### src/hdl/mms_pkg.sv
package mms_pkg;

    typedef enum logic [2:0] {
        MODE_BOOT     = 3'd0,
        MODE_DETUMBLE = 3'd1,
        MODE_CHARGE   = 3'd2,
        MODE_OPTICAL  = 3'd3,
        MODE_RF       = 3'd4,
        MODE_RELAY    = 3'd5,
        MODE_STOREFWD = 3'd6,
        MODE_SAFE     = 3'd7
    } mode_t;

    typedef enum logic [3:0] {
        EV_BATCRIT   = 4'd0,
        EV_BATLOW    = 4'd1,
        EV_THERMCRIT = 4'd2,
        EV_TARGET    = 4'd3,
        EV_TXDONE    = 4'd4,
        EV_ALLSENT   = 4'd5,
        EV_FORCESAFE = 4'd6,
        EV_EXITSAFE  = 4'd7
    } event_code_t;

    typedef enum logic [2:0] {
        REG_BOOT_DELAY       = 3'd0,
        REG_DETUMBLE_LIMIT   = 3'd1,
        REG_DETUMBLE_TIMEOUT = 3'd2,
        REG_CHARGE_TO_SCAN   = 3'd3,
        REG_SCAN_TO_CHARGE   = 3'd4,
        REG_OPTICAL_SCAN     = 3'd5,
        REG_RF_SCAN          = 3'd6,
        REG_RELAY_TIMEOUT    = 3'd7
    } cfg_reg_idx_t;

    localparam logic       OP_EVENT  = 1'b0;
    localparam logic       OP_PERIOD = 1'b1;

    localparam logic [31:0] STOREFWD_HOLD_MS = 32'd5000;
    localparam logic [31:0] SAFE_HOLD_MS     = 32'd300000;

    // Settings seen by the mode logic
    typedef struct packed {
        logic [31:0] boot_delay_ms;
        logic [29:0] rate_limit_sq;
        logic [31:0] detumble_timeout_ms;
        logic [9:0]  charge_to_scan_level;
        logic [9:0]  scan_to_charge_level;
        logic [31:0] optical_scan_ms;
        logic [31:0] rf_scan_ms;
        logic [31:0] relay_timeout_ms;
    } cfg_t;

    // Registered input item, rates already squared
    typedef struct packed {
        logic        op;
        logic [3:0]  event_code;
        logic [31:0] now_ms;
        logic [9:0]  battery_level;
        logic [30:0] sq_x;
        logic [30:0] sq_y;
        logic [30:0] sq_z;
    } item_t;

    // Square of a signed Q4.12 rate; the most negative code gives 2^30
    function automatic logic [30:0] rate_sq(input logic [15:0] raw);
        logic [16:0] ext;
        logic [16:0] mag;
        logic [33:0] prod;
        ext  = {raw[15], raw};
        mag  = ext[16] ? (17'd0 - ext) : ext;
        prod = mag * mag;
        return prod[30:0];
    endfunction

endpackage

### src/hdl/mms_cfg.sv
module mms_cfg (
    input  logic                aclk,
    input  logic                aresetn,
    input  logic                cfg_valid,
    output logic                cfg_ready,
    input  logic [2:0]          cfg_index,
    input  logic [31:0]         cfg_data,
    output mms_pkg::cfg_t       cfg
);

    logic [31:0] boot_delay_reg;
    logic [14:0] rate_limit_reg;
    logic [29:0] rate_limit_sq_reg;
    logic [31:0] detumble_timeout_reg;
    logic [9:0]  charge_to_scan_reg;
    logic [9:0]  scan_to_charge_reg;
    logic [31:0] optical_scan_reg;
    logic [31:0] rf_scan_reg;
    logic [31:0] relay_timeout_reg;
    logic [29:0] rate_limit_sq_next;

    assign cfg_ready = 1'b1;

    // Square of the limit, registered in the cycle after the write
    assign rate_limit_sq_next = rate_limit_reg * rate_limit_reg;

    always_ff @(posedge aclk) begin
        if (!aresetn) begin
            boot_delay_reg       <= 32'd5000;
            rate_limit_reg       <= 15'd410;
            rate_limit_sq_reg    <= 30'd168100;
            detumble_timeout_reg <= 32'd600000;
            charge_to_scan_reg   <= 10'd800;
            scan_to_charge_reg   <= 10'd400;
            optical_scan_reg     <= 32'd60000;
            rf_scan_reg          <= 32'd60000;
            relay_timeout_reg    <= 32'd120000;
        end else begin
            rate_limit_sq_reg <= rate_limit_sq_next;
            if (cfg_valid) begin
                case (mms_pkg::cfg_reg_idx_t'(cfg_index))
                    mms_pkg::REG_BOOT_DELAY:       boot_delay_reg       <= cfg_data;
                    mms_pkg::REG_DETUMBLE_LIMIT:   rate_limit_reg       <= cfg_data[14:0];
                    mms_pkg::REG_DETUMBLE_TIMEOUT: detumble_timeout_reg <= cfg_data;
                    mms_pkg::REG_CHARGE_TO_SCAN:   charge_to_scan_reg   <= cfg_data[9:0];
                    mms_pkg::REG_SCAN_TO_CHARGE:   scan_to_charge_reg   <= cfg_data[9:0];
                    mms_pkg::REG_OPTICAL_SCAN:     optical_scan_reg     <= cfg_data;
                    mms_pkg::REG_RF_SCAN:          rf_scan_reg          <= cfg_data;
                    mms_pkg::REG_RELAY_TIMEOUT:    relay_timeout_reg    <= cfg_data;
                    default: ;
                endcase
            end
        end
    end

    always_comb begin
        cfg.boot_delay_ms        = boot_delay_reg;
        cfg.rate_limit_sq        = rate_limit_sq_reg;
        cfg.detumble_timeout_ms  = detumble_timeout_reg;
        cfg.charge_to_scan_level = charge_to_scan_reg;
        cfg.scan_to_charge_level = scan_to_charge_reg;
        cfg.optical_scan_ms      = optical_scan_reg;
        cfg.rf_scan_ms           = rf_scan_reg;
        cfg.relay_timeout_ms     = relay_timeout_reg;
    end

endmodule

### src/hdl/mms_in.sv
module mms_in (
    input  logic                aclk,
    input  logic                aresetn,
    input  logic                s_tvalid,
    output logic                s_tready,
    input  logic [95:0]         s_tdata,
    input  logic [0:0]          s_tuser,
    output logic                item_valid,
    input  logic                item_take,
    output mms_pkg::item_t      item
);

    logic           valid_reg;
    mms_pkg::item_t item_reg;
    mms_pkg::item_t item_next;
    logic           load;

    assign s_tready = !valid_reg || item_take;
    assign load     = s_tvalid && s_tready;

    always_comb begin
        item_next.op            = s_tuser[0];
        item_next.event_code    = s_tdata[3:0];
        item_next.now_ms        = s_tdata[35:4];
        item_next.sq_x          = mms_pkg::rate_sq(s_tdata[51:36]);
        item_next.sq_y          = mms_pkg::rate_sq(s_tdata[67:52]);
        item_next.sq_z          = mms_pkg::rate_sq(s_tdata[83:68]);
        item_next.battery_level = s_tdata[93:84];
    end

    always_ff @(posedge aclk) begin
        if (!aresetn) begin
            valid_reg <= 1'b0;
        end else if (s_tready) begin
            valid_reg <= s_tvalid;
        end
    end

    always_ff @(posedge aclk) begin
        if (load) begin
            item_reg <= item_next;
        end
    end

    assign item_valid = valid_reg;
    assign item       = item_reg;

endmodule

### src/hdl/mms_core.sv
module mms_core #(
    parameter int SAFE_EXIT_LEVEL = 500
) (
    input  logic                aclk,
    input  logic                aresetn,
    input  mms_pkg::cfg_t       cfg,
    input  logic                item_valid,
    output logic                item_take,
    input  mms_pkg::item_t      item,
    output logic                m_tvalid,
    input  logic                m_tready,
    output logic [7:0]          m_tdata
);

    localparam logic [9:0] SAFE_EXIT = 10'(SAFE_EXIT_LEVEL);

    mms_pkg::mode_t current_reg, current_next;
    mms_pkg::mode_t pending_reg, pending_next;
    logic [31:0]    entry_reg, entry_next;
    logic           parity_reg, parity_next;
    logic           target_reg, target_next;
    logic           relay_reg, relay_next;
    logic           out_valid_reg;
    logic [7:0]     out_data_reg;

    logic [31:0]    elapsed;
    logic [31:0]    rate_sum;
    logic [31:0]    scan_limit;
    logic           changed, emergency, ready;

    assign item_take = !out_valid_reg || m_tready;

    assign elapsed    = item.now_ms - entry_reg;
    assign rate_sum   = 32'(item.sq_x) + 32'(item.sq_y) + 32'(item.sq_z);
    assign scan_limit = (current_reg == mms_pkg::MODE_OPTICAL) ? cfg.optical_scan_ms
                                                             : cfg.rf_scan_ms;

    always_comb begin
        current_next = current_reg;
        pending_next = pending_reg;
        entry_next   = entry_reg;
        parity_next  = parity_reg;
        target_next  = target_reg;
        relay_next   = relay_reg;
        changed      = 1'b0;
        emergency    = 1'b0;
        ready        = 1'b0;

        if (item.op == mms_pkg::OP_EVENT) begin
            case (mms_pkg::event_code_t'(item.event_code))
                mms_pkg::EV_BATCRIT,
                mms_pkg::EV_FORCESAFE: pending_next = mms_pkg::MODE_SAFE;
                mms_pkg::EV_BATLOW: begin
                    if (current_reg != mms_pkg::MODE_SAFE) begin
                        pending_next = mms_pkg::MODE_CHARGE;
                    end
                end
                mms_pkg::EV_THERMCRIT,
                mms_pkg::EV_EXITSAFE: pending_next = mms_pkg::MODE_CHARGE;
                mms_pkg::EV_TARGET: target_next = 1'b1;
                mms_pkg::EV_TXDONE,
                mms_pkg::EV_ALLSENT: relay_next = 1'b1;
                default: ;
            endcase
        end else begin
            case (current_reg)
                mms_pkg::MODE_BOOT: begin
                    if (elapsed >= cfg.boot_delay_ms) begin
                        pending_next = mms_pkg::MODE_DETUMBLE;
                    end
                end
                mms_pkg::MODE_DETUMBLE: begin
                    if (rate_sum < 32'(cfg.rate_limit_sq)
                            || elapsed >= cfg.detumble_timeout_ms) begin
                        pending_next = mms_pkg::MODE_CHARGE;
                    end
                end
                mms_pkg::MODE_CHARGE: begin
                    if (item.battery_level >= cfg.charge_to_scan_level) begin
                        ready        = 1'b1;
                        pending_next = parity_reg ? mms_pkg::MODE_RF : mms_pkg::MODE_OPTICAL;
                        parity_next  = !parity_reg;
                    end
                end
                mms_pkg::MODE_OPTICAL,
                mms_pkg::MODE_RF: begin
                    if (target_reg) begin
                        target_next  = 1'b0;
                        pending_next = mms_pkg::MODE_RELAY;
                    end else if (elapsed >= scan_limit
                            || item.battery_level <= cfg.scan_to_charge_level) begin
                        pending_next = mms_pkg::MODE_CHARGE;
                    end
                end
                mms_pkg::MODE_RELAY: begin
                    if (relay_reg) begin
                        relay_next   = 1'b0;
                        pending_next = mms_pkg::MODE_CHARGE;
                    end else if (elapsed >= cfg.relay_timeout_ms) begin
                        pending_next = mms_pkg::MODE_STOREFWD;
                    end
                end
                mms_pkg::MODE_STOREFWD: begin
                    if (elapsed >= mms_pkg::STOREFWD_HOLD_MS) begin
                        pending_next = mms_pkg::MODE_CHARGE;
                    end
                end
                default: begin
                    if (item.battery_level >= SAFE_EXIT
                            && elapsed >= mms_pkg::SAFE_HOLD_MS) begin
                        pending_next = mms_pkg::MODE_CHARGE;
                    end
                end
            endcase

            // Switch when the pending mode differs, and restart the mode clock
            if (pending_next != current_reg) begin
                current_next = pending_next;
                entry_next   = item.now_ms;
                changed      = 1'b1;
                emergency    = (pending_next == mms_pkg::MODE_SAFE);
            end
        end
    end

    always_ff @(posedge aclk) begin
        if (!aresetn) begin
            current_reg   <= mms_pkg::MODE_BOOT;
            pending_reg   <= mms_pkg::MODE_BOOT;
            entry_reg     <= 32'd0;
            parity_reg    <= 1'b0;
            target_reg    <= 1'b0;
            relay_reg     <= 1'b0;
            out_valid_reg <= 1'b0;
        end else begin
            if (item_take) begin
                out_valid_reg <= item_valid;
            end
            if (item_valid && item_take) begin
                current_reg <= current_next;
                pending_reg <= pending_next;
                entry_reg   <= entry_next;
                parity_reg  <= parity_next;
                target_reg  <= target_next;
                relay_reg   <= relay_next;
            end
        end
    end

    always_ff @(posedge aclk) begin
        if (item_valid && item_take) begin
            out_data_reg <= {2'b00, ready, emergency, changed, current_next};
        end
    end

    assign m_tvalid = out_valid_reg;
    assign m_tdata  = out_data_reg;

endmodule

### src/hdl/mission_mode_sequencer.sv
// Channel  | Direction | Handshake          | Contents
// s_       | in        | s_tvalid/s_tready  | tuser: op; tdata: event and period fields
// m_       | out       | m_tvalid/m_tready  | tdata: mode and status flags
// cfg_     | in        | cfg_valid/cfg_ready| cfg_index selects register, cfg_data value
//
// Every item gives one result: the item waits in the input register (rates squared on
// the way in) while the mode logic works on it, and the result register loads as the
// item is taken. One item is accepted per cycle unless the result side stalls; the mode
// state updates as each item is taken. Synchronous active-low reset puts all settings to
// their defaults and the sequencer into boot. A stalled result holds the result register,
// and the input register refills behind it, so ready drops only when both are full.
module mission_mode_sequencer #(
    parameter int SAFE_EXIT_LEVEL = 500
) (
    input  logic        aclk,
    input  logic        aresetn,

    input  logic        s_tvalid,
    output logic        s_tready,
    // [3:0] event_code, [35:4] now_ms, [51:36] rate_x, [67:52] rate_y,
    // [83:68] rate_z, [93:84] battery_level, [95:94] zero
    input  logic [95:0] s_tdata,
    // [0] op
    input  logic [0:0]  s_tuser,

    output logic        m_tvalid,
    input  logic        m_tready,
    // [2:0] mode, [3] mode_changed, [4] emergency_shutdown, [5] charge_ready,
    // [7:6] zero
    output logic [7:0]  m_tdata,

    input  logic        cfg_valid,
    output logic        cfg_ready,
    input  logic [2:0]  cfg_index,
    input  logic [31:0] cfg_data
);

    mms_pkg::cfg_t  cfg;
    mms_pkg::item_t item;
    logic           item_valid;
    logic           item_take;

    // Settings registers; the squared rate limit follows in the cycle after a write
    mms_cfg u_cfg (
        .aclk      (aclk),
        .aresetn   (aresetn),
        .cfg_valid (cfg_valid),
        .cfg_ready (cfg_ready),
        .cfg_index (cfg_index),
        .cfg_data  (cfg_data),
        .cfg       (cfg)
    );

    // Hold the accepted item and its squared rates
    mms_in u_in (
        .aclk       (aclk),
        .aresetn    (aresetn),
        .s_tvalid   (s_tvalid),
        .s_tready   (s_tready),
        .s_tdata    (s_tdata),
        .s_tuser    (s_tuser),
        .item_valid (item_valid),
        .item_take  (item_take),
        .item       (item)
    );

    // Advance the mode state and register the result
    mms_core #(
        .SAFE_EXIT_LEVEL (SAFE_EXIT_LEVEL)
    ) u_core (
        .aclk       (aclk),
        .aresetn    (aresetn),
        .cfg        (cfg),
        .item_valid (item_valid),
        .item_take  (item_take),
        .item       (item),
        .m_tvalid   (m_tvalid),
        .m_tready   (m_tready),
        .m_tdata    (m_tdata)
    );

endmodule

### config.mk
export PLATFORM = sky130hd
export DESIGN_NAME = mission_mode_sequencer
export DESIGN_NICKNAME = d
export VERILOG_FILES = /design/src/hdl/mms_pkg.sv /design/src/hdl/mms_cfg.sv /design/src/hdl/mms_in.sv /design/src/hdl/mms_core.sv /design/src/hdl/mission_mode_sequencer.sv
export SDC_FILE = /design/constraint.sdc
export NUM_CORES = 2
export LEC_CHECK = 0
export BUFFER_PORTS_ARGS = -buffer_cell sky130_fd_sc_hd__buf_2
export CAP_MARGIN = 10
export CORE_ASPECT_RATIO = 1.25
export CORE_MARGIN = 5
export CORE_UTILIZATION = 65
export DETAILED_ROUTE_END_ITERATION = 16
export GPL_ROUTABILITY_DRIVEN = 1
export PLACE_DENSITY = 0.81
export SETUP_SLACK_MARGIN = 0.4
export SYNTH_ARGS = -nofsm -noshare
export SYNTH_HDL_FRONTEND = slang
export SYNTH_HIERARCHICAL = 1
export SYNTH_SLANG_ARGS = --single-unit
### constraint.sdc
create_clock -name aclk -period 11 [get_ports aclk]
set_input_delay 1.1 -clock aclk [delete_from_list [all_inputs] [get_ports aclk]]
set_output_delay 1.1 -clock aclk [all_outputs]
set_load 0.01 [all_outputs]
==> summary.txt <==
status: completed
post-synthesis register bit count: 410
fillcell total: 6,365
H-tree Lvls: 2
largest area contributor in the netlist: fa_1
Synth Flop Type: dfxtp_1
Post-synth EDFFs: 143
Final Critical Period: 9.12 ns
Synth top area share: 27.4%
largest net degree at the start of global routing: 91
DP Wirelength: 107,000 um
Hold Buf Count CTS: 0
die area: 89,300 um^2
max-cap viol count: 0
Register Area: 9640 um^2
first-pass GRT wire length: 221,000 um
RD Place Congestion: 0.949
Worst-Margin Slew: 1.13 ns
crit share post-route: 82.9%
Setup violations, final: 0
worst reg2reg path endpoint: u_core/entry_reg[6]$_SDFFE_PN0P_
Syn Std Cell Area: 54,200 um^2
Netlist cell types: 105
Arr. time, crit path: 9.46 ns
Area contributors post-synth: fa_1 27%, ha_1 14%, dfxtp_1 9.9%
CP Buf/Inv Count: 7
max FFs per register: 137
synth warn: 6
CP Data Required Time: 11.33 ns
clock tree buffer depth: 3
Layout area overhead: 6.39%
Core ar.: 82,800 um^2
clk sinks: 410
grt total ovfl: 0
reg-to-reg slack, setup: 3.55 ns
FMAX: 110 MHz
Critical Path Slowest Stage Cell: xor2_1
die height: 333 um
antenna violations before repair: 4
Root Driver: clkbuf_16
CP Launch Type: primary input
Crit Path Category: primary input to flip-flop
via count: 43,400
TritonRoute pass-1 iters: 8
clk_skew: 0.0329 ns
maximum fanout along the worst path: 9
Wirelength per Cell: 18.1 um
Post-CTS Setup Bufs: 0
total CTS buffers: 45
IO Pins: 148
slowest stage delay, CP: 0.69 ns
Hold Path Sink: u_cfg/optical_scan_reg[4]$_SDFFE_PN0P_
cell depth of the worst flop-to-flop path: 27
Slew Limit Fails: 0
DRC: 0
I/O Buffers: 142
clock transition at the registers of the reported paths: 0.06 ns
GRT Resource Usage Total: 30.1%
CTS tree: built
Post-Synthesis Cells: 6,207
area of the multi-input gates: 39,200 um^2
Setup TNS Final: 0 ns
Hold Crit Start: u_cfg/optical_scan_reg[4]$_SDFFE_PN0P_
RSZ-0062 raised after global routing: false
die width: 268 um
FFs w/ async S/R, synth: 0%
Vias/cell: 5.83
Hold Crit Class: flip-flop to flip-flop
most used cell, CP: fa_1
post-route ant nets: 0
Worst Setup End Kind: flip-flop
mean post-synth cell area: 8.73 um^2
vias in the first global route: 45,300
register area share after synthesis: 17.8%
Resize count post-CTS: 0
initial cell density of the core: 65.4%
non-filler instance count after layout: 7,449
final wirelength: 135,000 um
Site Rows: 118
cell family with most CP delay: adder cells
Reg-to-Reg Start: u_in/item[39]$_DFFE_PP_
hold path cells: 2
Post-Place Cells: 7,363
fraction of layout cells with a size suffix above 1: 5.21%
Hold Vio Cnt, Final: 0
Iter 0 DRT Violations: 3,041
Slew Limit Headroom: 23.7%
# nets final: 7,815
Clock Latency Late Sink: 0.61 ns
-- cells in the mapped netlist, types with 11 or more instances --
master	n
a2111oi_0	12
a211o_1	14
a211oi_1	33
a21boi_0	11
a21o_1	84
a21oi_1	346
a221oi_1	15
a31oi_1	62
and2_1	84
and3_1	50
buf_2	15
clkbuf_1	158
clkinv_1	15
dfxtp_1	267
edfxtp_1	143
fa_1	742
ha_1	605
inv_1	1282
mux2i_1	39
nand2_1	860
nand2b_1	42
nand3_1	106
nand4_1	40
nor2_1	326
nor2b_1	34
nor3_1	55
nor4_1	23
o211ai_1	20
o21a_1	25
o21ai_0	130
o21ai_1	11
o21bai_1	24
o311ai_1	30
o31a_1	11
o31ai_1	49
or3_1	25
xnor2_1	150
xor2_1	60
-- routing by layer --
layer  up-vias  GRT usage [%]  wire length [um]
li1      20100              -                 -
met1     21300           34.3             48500
met2      1552           54.8             70300
met3       490           3.68              7520
met4         6           16.1              8590
met5         -              0                36
-- tightest hold or removal path: stages, from the launching register on --
cell and delay (ns):
dfxtp_1 0.30, nand2_1 0.05, a21oi_1 0.05
-- layout by cell type (no fill, tap or decap), types with 84 or more instances in the layout --
master and n:
inv_1 1282, o21ai_0 130, a21o_1 84, ha_1 605, nor2_1 321, edfxtp_1 143, nand2_1 860, buf_2 141
nand3_1 103, a21oi_1 346, fa_1 742, conb_1 106, dfxtp_1 267, xnor2_1 148
-- per-stage QoR --
stage / setup slack [ns] / cell area [um^2] / hold WS, ns / util (%)
after floorplan: 2.35 / 54600 / 0.433 / -
after global placement: 1.62 / 56100 / 0.441 / 67.8
after detailed placement: 1.33 / 56100 / 0.446 / 67.8
after CTS: 1.95 / 57600 / 0.454 / 69.6
after global routing: 1.34 / 57700 / 0.468 / 69.6
final: 1.88 / 57700 / 0.452 / 69.6
-- worst max path at each step --
stage,startpoint,end,cells past startpoint
6_report,s_tdata[58],u_in/item[56]$_DFFE_PP_,27
3_3_place_gp,s_tdata[58],u_in/item[61]$_DFFE_PP_,27
3_5_place_dp,s_tdata[58],u_in/item[61]$_DFFE_PP_,27
2_1_floorplan,s_tdata[58],u_in/item[56]$_DFFE_PP_,29
5_1_grt,s_tdata[58],u_in/item[61]$_DFFE_PP_,27
4_1_cts,s_tdata[58],u_in/item[61]$_DFFE_PP_,27
-- layout make-up --
class                           instances  share of cell area, %
Clock buffer                           60                   2.19
Sequential cell                       410                   16.7
Multi-Input combinational cell       4391                   68.1
Tap cell                             1080                   2.34
Timing Repair Buffer                  183                   1.77
Clock inverter                         24                  0.449
Inverter                             1300                   8.47
Antenna cell                            1                0.00434
-- cells by family after synthesis --
kind of cell | after synthesis | synth area share [%]
AO/OA/AOI/OAI | 971 | 11.7
multiplexers | 46 | 0.873
adder cells (fa/ha/maj) | 1347 | 41.4
AND/OR/NAND/NOR | 1708 | 14.1
flip-flops | 410 | 17.8
buffers and inverters | 1507 | 10.7
XOR/XNOR | 213 | 3.48
other | 5 | 0.0346
Power is not shown: default switching activity piles up to over one toggle a cycle in this logic, so the estimate is an artifact.
